===== src/sv/ssr_pkg.sv =====
// ssr_pkg: shared types and constants for the streaming substring replace block
// no dependencies; imported by every module of the block
`default_nettype none

package ssr_pkg;

   localparam int CHAR_W    = 8;
   localparam int LEN_W     = 4;
   localparam int TEXT_W    = 64;
   localparam int CSR_IDX_W = 2;

   // configuration register indexes
   localparam logic [CSR_IDX_W-1:0] REG_SEARCH_TEXT    = 2'd0;
   localparam logic [CSR_IDX_W-1:0] REG_SEARCH_LENGTH  = 2'd1;
   localparam logic [CSR_IDX_W-1:0] REG_REPLACE_TEXT   = 2'd2;
   localparam logic [CSR_IDX_W-1:0] REG_REPLACE_LENGTH = 2'd3;

   // one result beat
   typedef struct packed {
      logic [CHAR_W-1:0] ch;
      logic              valid;
      logic              last;
   } res_type;

   // control broadcast to every window cell
   typedef struct packed {
      logic              step;
      logic              shift;
      logic [CHAR_W-1:0] ch;
   } cell_ctl_type;

endpackage

`default_nettype wire


===== src/sv/stream_substring_replace.sv =====
// stream_substring_replace: top level, window cell chain, result queue, registers
// depends on ssr_pkg, ssr_cell, ssr_outq
`default_nettype none

// Streaming find-and-replace on a byte stream. Each input beat carries one
// character; every leftmost, non-overlapping occurrence of the search string
// is replaced by the replacement string, and the end of the text (tlast) flushes
// the pending window and marks the final result beat. A text whose last beat
// yields nothing ends with a bare marker beat (tuser 0, tdata 0, tlast 1).
// Rate: a byte is taken in the cycle it arrives if the chain has room, and
// its results are registered into the chain. A byte that yields n result beats
// holds the input while the chain drains; the chain takes new beats when at most
// one beat waits, so one byte per cycle is sustained when each byte yields at
// most one beat and no result beat stalls. Write the registers only while idle;
// writing search_length drops the pending bytes. No clearing pass follows reset.
module stream_substring_replace
   import ssr_pkg::*;
#(
   parameter int SEARCH_MAX  = 8,
   parameter int REPLACE_MAX = 8
) (
   input  wire  logic                 clock,
   input  wire  logic                 reset,
   // request stream
   input  wire  logic                 req_tvalid,
   output logic                       req_tready,
   input  wire  logic [CHAR_W-1:0]    req_tdata,   // [7:0] in_char
   input  wire  logic                 req_tlast,   // in_last
   // response stream
   output logic                       rsp_tvalid,
   input  wire  logic                 rsp_tready,
   output logic [CHAR_W-1:0]          rsp_tdata,   // [7:0] out_char
   output logic                       rsp_tuser,   // [0] char_valid
   output logic                       rsp_tlast,   // out_last
   // register writes
   input  wire  logic                 csr_we,
   input  wire  logic [CSR_IDX_W-1:0] csr_index,
   input  wire  logic [TEXT_W-1:0]    csr_wdata
);

   localparam int RES_MAX = (SEARCH_MAX > REPLACE_MAX) ? SEARCH_MAX : REPLACE_MAX;
   localparam int DEPTH   = RES_MAX + 1;

   logic [TEXT_W-1:0] search_text_ff;
   logic [LEN_W-1:0]  search_length_ff;
   logic [TEXT_W-1:0] replace_text_ff;
   logic [LEN_W-1:0]  replace_length_ff;
   logic [LEN_W-1:0]  pc_ff;
   logic [LEN_W-1:0]  pc_in;

   logic              accept;
   logic              pop;
   logic [LEN_W-1:0]  slen;
   logic [LEN_W-1:0]  rlen;
   logic [LEN_W-1:0]  pc_app;
   logic              full;
   logic              hit;
   logic              match;
   logic [LEN_W-1:0]  n_res;
   logic              marker;
   logic [LEN_W-1:0]  push_n;
   logic              room;
   logic              nonempty;
   res_type           head;
   res_type           ent [DEPTH-1];
   cell_ctl_type      ctl;
   logic [CHAR_W-1:0] wcur [SEARCH_MAX];
   logic [SEARCH_MAX-1:0] eq;

   assign accept     = req_tvalid && req_tready;
   assign pop        = rsp_tvalid && rsp_tready;
   assign req_tready = room;

   // configuration registers
   always_ff @(posedge clock) begin
      if (reset) begin
         search_text_ff    <= '0;
         search_length_ff  <= LEN_W'(1);
         replace_text_ff   <= '0;
         replace_length_ff <= '0;
      end else if (csr_we) begin
         case (csr_index)
            REG_SEARCH_TEXT:    search_text_ff    <= csr_wdata;
            REG_SEARCH_LENGTH:  search_length_ff  <= csr_wdata[LEN_W-1:0];
            REG_REPLACE_TEXT:   replace_text_ff   <= csr_wdata;
            REG_REPLACE_LENGTH: replace_length_ff <= csr_wdata[LEN_W-1:0];
            default: ;
         endcase
      end
   end

   // effective lengths, clamped to the build limits
   always_comb begin
      if (search_length_ff == '0) begin
         slen = LEN_W'(1);
      end else if (search_length_ff > LEN_W'(SEARCH_MAX)) begin
         slen = LEN_W'(SEARCH_MAX);
      end else begin
         slen = search_length_ff;
      end
      if (replace_length_ff > LEN_W'(REPLACE_MAX)) begin
         rlen = LEN_W'(REPLACE_MAX);
      end else begin
         rlen = replace_length_ff;
      end
   end

   // window after the new byte is appended
   assign pc_app = pc_ff + LEN_W'(1);
   assign full   = (pc_app >= slen);

   always_comb begin
      hit = 1'b1;
      for (int i = 0; i < SEARCH_MAX; i++) begin
         if (LEN_W'(i) < slen && !eq[i]) begin
            hit = 1'b0;
         end
      end
   end
   assign match = full && hit;

   // cell control: slide the window on a full window without a match, except on the last byte
   assign ctl.step  = accept;
   assign ctl.shift = full && !match && !req_tlast;
   assign ctl.ch    = req_tdata;

   // chain of window cells
   for (genvar i = 0; i < SEARCH_MAX; i++) begin : g_win
      logic [CHAR_W-1:0] nbr;
      if (i + 1 < SEARCH_MAX) begin : g_mid
         assign nbr = wcur[(i + 1 < SEARCH_MAX) ? i + 1 : i];
      end else begin : g_end
         assign nbr = '0;
      end
      ssr_cell u_cell (
         .clock   (clock),
         .ctl     (ctl),
         .load    (pc_ff == LEN_W'(i)),
         .nbr_cur (nbr),
         .want    (search_text_ff[CHAR_W*i +: CHAR_W]),
         .cur     (wcur[i]),
         .eq      (eq[i])
      );
   end

   // number of result beats for this byte
   always_comb begin
      if (match) begin
         n_res = rlen;
      end else if (req_tlast) begin
         n_res = pc_app;
      end else begin
         n_res = {{(LEN_W-1){1'b0}}, full};
      end
   end
   assign marker = req_tlast && (n_res == '0);
   assign push_n = marker ? LEN_W'(1) : n_res;

   // result beats: replacement bytes, window bytes from the oldest, or the bare marker
   for (genvar j = 0; j < DEPTH - 1; j++) begin : g_res
      logic [CHAR_W-1:0] rep_b;
      logic [CHAR_W-1:0] win_b;
      if (j < REPLACE_MAX) begin : g_rep
         assign rep_b = replace_text_ff[CHAR_W*j +: CHAR_W];
      end else begin : g_norep
         assign rep_b = '0;
      end
      if (j < SEARCH_MAX) begin : g_win_b
         assign win_b = wcur[(j < SEARCH_MAX) ? j : 0];
      end else begin : g_nowin
         assign win_b = '0;
      end
      always_comb begin
         if (marker) begin
            ent[j].ch    = '0;
            ent[j].valid = 1'b0;
         end else begin
            ent[j].ch    = match ? rep_b : win_b;
            ent[j].valid = 1'b1;
         end
         ent[j].last = req_tlast && (LEN_W'(j + 1) == push_n);
      end
   end

   // pending count
   always_comb begin
      pc_in = pc_ff;
      if (accept) begin
         if (match || req_tlast) begin
            pc_in = '0;
         end else if (full) begin
            pc_in = pc_ff;
         end else begin
            pc_in = pc_app;
         end
      end
      if (csr_we && csr_index == REG_SEARCH_LENGTH) begin
         pc_in = '0;
      end
   end

   always_ff @(posedge clock) begin
      if (reset) begin
         pc_ff <= '0;
      end else begin
         pc_ff <= pc_in;
      end
   end

   // result chain
   ssr_outq #(
      .DEPTH (DEPTH)
   ) u_outq (
      .clock    (clock),
      .reset    (reset),
      .push     (accept),
      .push_n   (push_n),
      .push_ent (ent),
      .pop      (pop),
      .head     (head),
      .nonempty (nonempty),
      .room     (room)
   );

   assign rsp_tvalid = nonempty;
   assign rsp_tdata  = head.ch;
   assign rsp_tuser  = head.valid;
   assign rsp_tlast  = head.last;

endmodule

`default_nettype wire


===== src/sv/ssr_cell.sv =====
// ssr_cell: one byte of the pending window with its search-byte comparator
// depends on ssr_pkg
`default_nettype none

module ssr_cell
   import ssr_pkg::*;
(
   input  wire  logic              clock,
   input  wire  cell_ctl_type      ctl,
   input  wire  logic              load,
   input  wire  logic [CHAR_W-1:0] nbr_cur,
   input  wire  logic [CHAR_W-1:0] want,
   output logic [CHAR_W-1:0]       cur,
   output logic                    eq
);

   logic [CHAR_W-1:0] byte_ff;
   logic [CHAR_W-1:0] byte_in;

   // window content with the incoming byte appended at this slot
   assign cur = load ? ctl.ch : byte_ff;
   assign eq  = (cur == want);

   // take the neighbor's byte when the window slides
   assign byte_in = ctl.shift ? nbr_cur : cur;

   always_ff @(posedge clock) begin
      if (ctl.step) begin
         byte_ff <= byte_in;
      end
   end

endmodule

`default_nettype wire


===== src/sv/ssr_outq.sv =====
// ssr_outq: shifting chain of result cells feeding the response stream
// depends on ssr_pkg
`default_nettype none

module ssr_outq
   import ssr_pkg::*;
#(
   parameter int DEPTH = 9
) (
   input  wire  logic             clock,
   input  wire  logic             reset,
   input  wire  logic             push,
   input  wire  logic [LEN_W-1:0] push_n,
   input  wire  res_type          push_ent [DEPTH-1],
   input  wire  logic             pop,
   output res_type                head,
   output logic                   nonempty,
   output logic                   room
);

   localparam int CW = $clog2(DEPTH + 1);

   res_type         q_ff [DEPTH];
   res_type         q_in [DEPTH];
   logic [CW-1:0]   count_ff;
   logic [CW-1:0]   count_in;
   logic            base_one;

   assign head     = q_ff[0];
   assign nonempty = (count_ff != '0);
   assign room     = (count_ff <= CW'(1));

   // new beats land behind the head when it stays
   assign base_one = nonempty && !pop;

   // per-cell next value: new beat, neighbor on pop, or hold
   for (genvar k = 0; k < DEPTH; k++) begin : g_cell
      always_comb begin
         if (pop && k + 1 < DEPTH) begin
            q_in[k] = q_ff[(k + 1 < DEPTH) ? k + 1 : k];
         end else begin
            q_in[k] = q_ff[k];
         end
         if (push && !base_one && k < DEPTH - 1 && CW'(k) < CW'(push_n)) begin
            q_in[k] = push_ent[(k < DEPTH - 1) ? k : 0];
         end
         if (push && base_one && k >= 1 && CW'(k - 1) < CW'(push_n)) begin
            q_in[k] = push_ent[(k >= 1) ? k - 1 : 0];
         end
      end

      always_ff @(posedge clock) begin
         q_ff[k] <= q_in[k];
      end
   end

   // occupancy
   assign count_in = count_ff - CW'(pop) + (push ? CW'(push_n) : CW'(0));

   always_ff @(posedge clock) begin
      if (reset) begin
         count_ff <= '0;
      end else begin
         count_ff <= count_in;
      end
   end

endmodule

`default_nettype wire


===== config.mk =====
export PLATFORM = sky130hd
export DESIGN_NAME = stream_substring_replace
export DESIGN_NICKNAME = d
export VERILOG_FILES = /design/src/sv/ssr_pkg.sv /design/src/sv/stream_substring_replace.sv /design/src/sv/ssr_cell.sv /design/src/sv/ssr_outq.sv
export SDC_FILE = /design/constraint.sdc
export NUM_CORES = 1
export LEC_CHECK = 0
export BUFFER_PORTS_ARGS = -buffer_cell sky130_fd_sc_hd__buf_2
export CAP_MARGIN = 30
export CORE_MARGIN = 10
export CORE_UTILIZATION = 50
export CTS_CLUSTER_SIZE = 25
export DETAILED_ROUTE_END_ITERATION = 16
export GPL_ROUTABILITY_DRIVEN = 0
export GPL_TIMING_DRIVEN = 0
export PLACE_DENSITY_LB_ADDON = 0.05
export SLEW_MARGIN = 20
export SYNTH_ARGS = -nofsm -noshare
export SYNTH_HDL_FRONTEND = slang
export SYNTH_HIERARCHICAL = 1
export SYNTH_SLANG_ARGS = --single-unit
export TNS_END_PERCENT = 50

===== constraint.sdc =====
create_clock -name clock -period 5.7 [get_ports clock]
set_input_delay 0.57 -clock clock [delete_from_list [all_inputs] [get_ports clock]]
set_output_delay 0.57 -clock clock [all_outputs]
set_load 0.05 [all_outputs]

==> qor.csv <==
stage,metric,value,unit
detailed_routing,detail_route.first_pass.iterations,6,
global_route,grt_usage,24.3,%
worst_setup_path,critical_path.max_fanout,10,
timing,number_of_setup_violations_in_the_final_report,0,
place,port_buffers,91,
cells_and_area,final_cell_mix,"sky130_fd_sc_hd__nand2_1 (414), sky130_fd_sc_hd__a21oi_1 (255), sky130_fd_sc_hd__edfxtp_1 (154)",
cts,numCtsBuffers,35,
cells_and_area,number_of_fill_cells_in_the_layout,2788,
timing,finalCritPeriodShare,95.0,%
worst_setup_path,timing.critical_path.slowest_stage_cell,sky130_fd_sc_hd__or3_1,
detailed_routing,route.final.wire_length,48100,microns
synthesis,syn-instance-count,1624,
detailed_routing,routed_via_density,5.68,
timing,tightest_slew,1.03,ns
cells_and_area,number_of_cells_in_the_finished_layout_apart_from_fillers,2186,
floorplan,chipWidth,197,microns
timing,rsz_0062_raised_after_global_routing,no,
synthesis,synth-seq-area-share,47.8,%
cells_and_area,design_area,18000,sq um
synthesis,synth-edff-count,154,
timing,fmaxAchievable,0.185,GHz
detailed_routing,routed-via-count,12400,
place,place.detailed.hpwl,35900,microns
synthesis,mappedNetlistArea,15700,sq um
synthesis,synthTopCellsByArea,"sky130_fd_sc_hd__edfxtp_1 (29%), sky130_fd_sc_hd__dfxtp_1 (18%), sky130_fd_sc_hd__nand2_1 (9.9%), sky130_fd_sc_hd__a21oi_1 (8.1%), sky130_fd_sc_hd__mux2_4 (6.1%)",
job,cap_violations,0,
power_and_ir_drop,leakage,7.12,nW
power_and_ir_drop,irDropWorstVdd,0.198,mV
cts,cts.reportedPaths.clkPinSlew,0.06,ns
floorplan,io_pins,92,
cts,tritoncts_clock_tree,yes,
synthesis,yosys_warnings,6,
timing,maxSlewViolCount,0,
cells_and_area,share_of_layout_cells_above_drive_strength_1,20.7,%
timing,max_slew_margin,31.3,%
cells_and_area,final_common_cell,sky130_fd_sc_hd__nand2_1,
synthesis,yosys_register_bits,298,
synthesis,netlist.top_cell.by_area,sky130_fd_sc_hd__edfxtp_1,
worst_setup_path,worstSetupPathType,reg -> reg,
cts,htree_levels,2,
detailed_routing,drt_iter0_markers,1055,
global_route,grt_start_max_net_pins,39,
floorplan,die_area,38900,sq um
cts,cts_num_sinks,298,
floorplan,initial_core_util,51.0,%
cells_and_area,nNetsFinal,1859,
cts,cts_root_buf,sky130_fd_sc_hd__clkbuf_16,
timing,final_hold_viol_count,0,
global_route,antenna_found_initial,0,
synthesis,ys.flop_type,sky130_fd_sc_hd__edfxtp_1,
place,placed_instances,2120,
floorplan,placement_rows,64,
floorplan,die_height,197,microns
floorplan,core_area,30800,sq um
cells_and_area,antenna_cells_inserted,0,
detailed_routing,drtAntennaViolNets,0,
timing,skew,0.0168,ns
synthesis,ys_async_sr_fraction,0,%
cts,hold_buffers,0,
run_status,outcome,completed,
synthesis,postSynthAreaPerCell,9.68,sq um
worst_setup_path,path_common_cell,sky130_fd_sc_hd__buf_2,
power_and_ir_drop,pwr_density_cell,383,nW/um^2
cts,cts_buffer_depth,3,
timing,whs,0.306,ns
worst_setup_path,critical_path.cell_chain,nor2b_2 > and2_1 > buf_6 > mux2_4 > xnor2_1 > nand4_1 > nor2_1 > a31oi_1 > o32ai_4 > nand3_2 > buf_2 > buf_2 > nand3_1 > o21ai_1 > or3_1 > nand4_1 > buf_2 > nand3_1,
synthesis,synth.top_cell.area_share,29.4,%
worst_setup_path,cp_data_required_time,5.81,ns
global_route,globalRoute.totalOverflow,0,
worst_setup_path,max_stage_delay,0.49,ns
place,dpl-instance-area,16700,sq um
global_route,grt_pass1_wl,72000,microns
global_route,first_global_vias,12000,
cells_and_area,syn2layout_area_growth,14.2,%
synthesis,synth_cell_type_count,57,
detailed_routing,drcViolationCount,0,
detailed_routing,wl_per_cell,22.0,microns
cts,insertion_delay_to_the_later_sink_of_the_worst_skew_pair,0.51,ns
worst_setup_path,critical_path.startpoint_type,flip-flop,
min_path,min_path_type,in -> reg,
worst_setup_path,cp-end-kind,flip-flop,
timing,period_needed,5.41,ns
worst_setup_path,worst_endpoint_data_arrival_time,5.52,ns
power_and_ir_drop,finalPower,6.88,mW
layer usage:
layer	track usage, %	part of all wire (%)	up-vias
met5	0	0	-
met4	12.6	5.5	0
met3	4.29	7.2	113
met2	38.5	45	460
met1	31.2	42	5931
li1	-	-	5916
critical path, delay by kind of cell, from the launching register on:
kind                      cells  cell delay [ns]
AOI/OAI and AO/OA             3             0.74
muxes                         1             0.36
xor gates and xnor gates      1             0.30
and+or+nand+nor               9             2.25
buffers and inverters         4             0.89
DFF                           1             0.45
Yosys cell counts (all sizes together) (5+ instances only):
master	number
clkbuf	62
dfxtp	144
and2	13
mux2	138
o21ai	19
buf	47
inv	19
ha	14
nand4	21
nor2	90
edfxtp	154
nand2	414
mux2i	79
o2111ai	5
xnor2	67
a21oi	255
nor3	7
nand3	13
layout make-up:
type	count	area [sq um]	area share, %
Timing Repair Buffer	96	509	2.84
Clock buffer	49	1010	5.63
Sequential cell	298	7510	41.8
Multi-Input combinational cell	1205	7670	42.8
Buffer	109	577	3.21
Clock inverter	14	101	0.565
Tap cell	396	495	2.76
Inverter	19	73.8	0.411
power breakdown:
part / total, mW / internal (mW) / switching [mW]
logic: 1.84 / 0.678 / 1.16
clock network: 2.18 / 1.29 / 0.895
registers: 2.87 / 2.76 / 0.104
total: 6.88 / 4.72 / 2.16
flip-flops by register name, summed over array words and instances (netlist names):
register              cells
g_win.u_cell/byte_ff     64
pc_ff                     4
replace_length_ff         4
replace_text_ff          64
search_length_ff          4
search_text_ff           64
u_outq/count_ff           4
u_outq/q_ff              90
kinds of logic after synthesis:
family                     after synthesis  synth area share, %
muxes                                  217                 16.4
and+or+nand+nor                        586                 15.4
buffers and inverters                  128                 4.12
adders and majority gates               15                 1.24
AOI/OAI and AO/OA                      309                 10.7
xor gates and xnor gates                70                 4.28
DFF                                    298                 47.8
other                                    1               0.0239
what timing repair did:
| action | CTS | global route |
|---|---|---|
| resized for setup | 4 | 11 |
| setup buffers | 0 | 2 |
| endpoints found under the setup margin | 69 | 156 |
| pin swaps | 0 | 1 |
stage by stage:
stage	TNS [ns]	worst slack, ns	util (%)
after global placement	-3.43	-0.197	54.2
final	0	0.287	58.2
after global routing	0	0.00762	58.2
after floorplan	0	0.554	-
after CTS	0	0.0117	58.0
after detailed placement	-5.36	-0.223	54.3
worst paths after layout:
kind	startpoint	to	slack, ns	depth (start not counted)
setup / recovery	pc_ff[2]$_SDFFE_PP0P_	u_outq/q_ff[2][5]$_DFFE_PP_	0.29	18
hold / removal	csr_wdata[47]	replace_text_ff[47]$_SDFFE_PP0P_	0.31	3
setup reg to reg	pc_ff[2]$_SDFFE_PP0P_	u_outq/q_ff[2][5]$_DFFE_PP_	0.29	18
hold reg to reg	replace_text_ff[33]$_SDFFE_PP0P_	replace_text_ff[33]$_SDFFE_PP0P_	0.46	2
(Power assumes the default switching activity.)
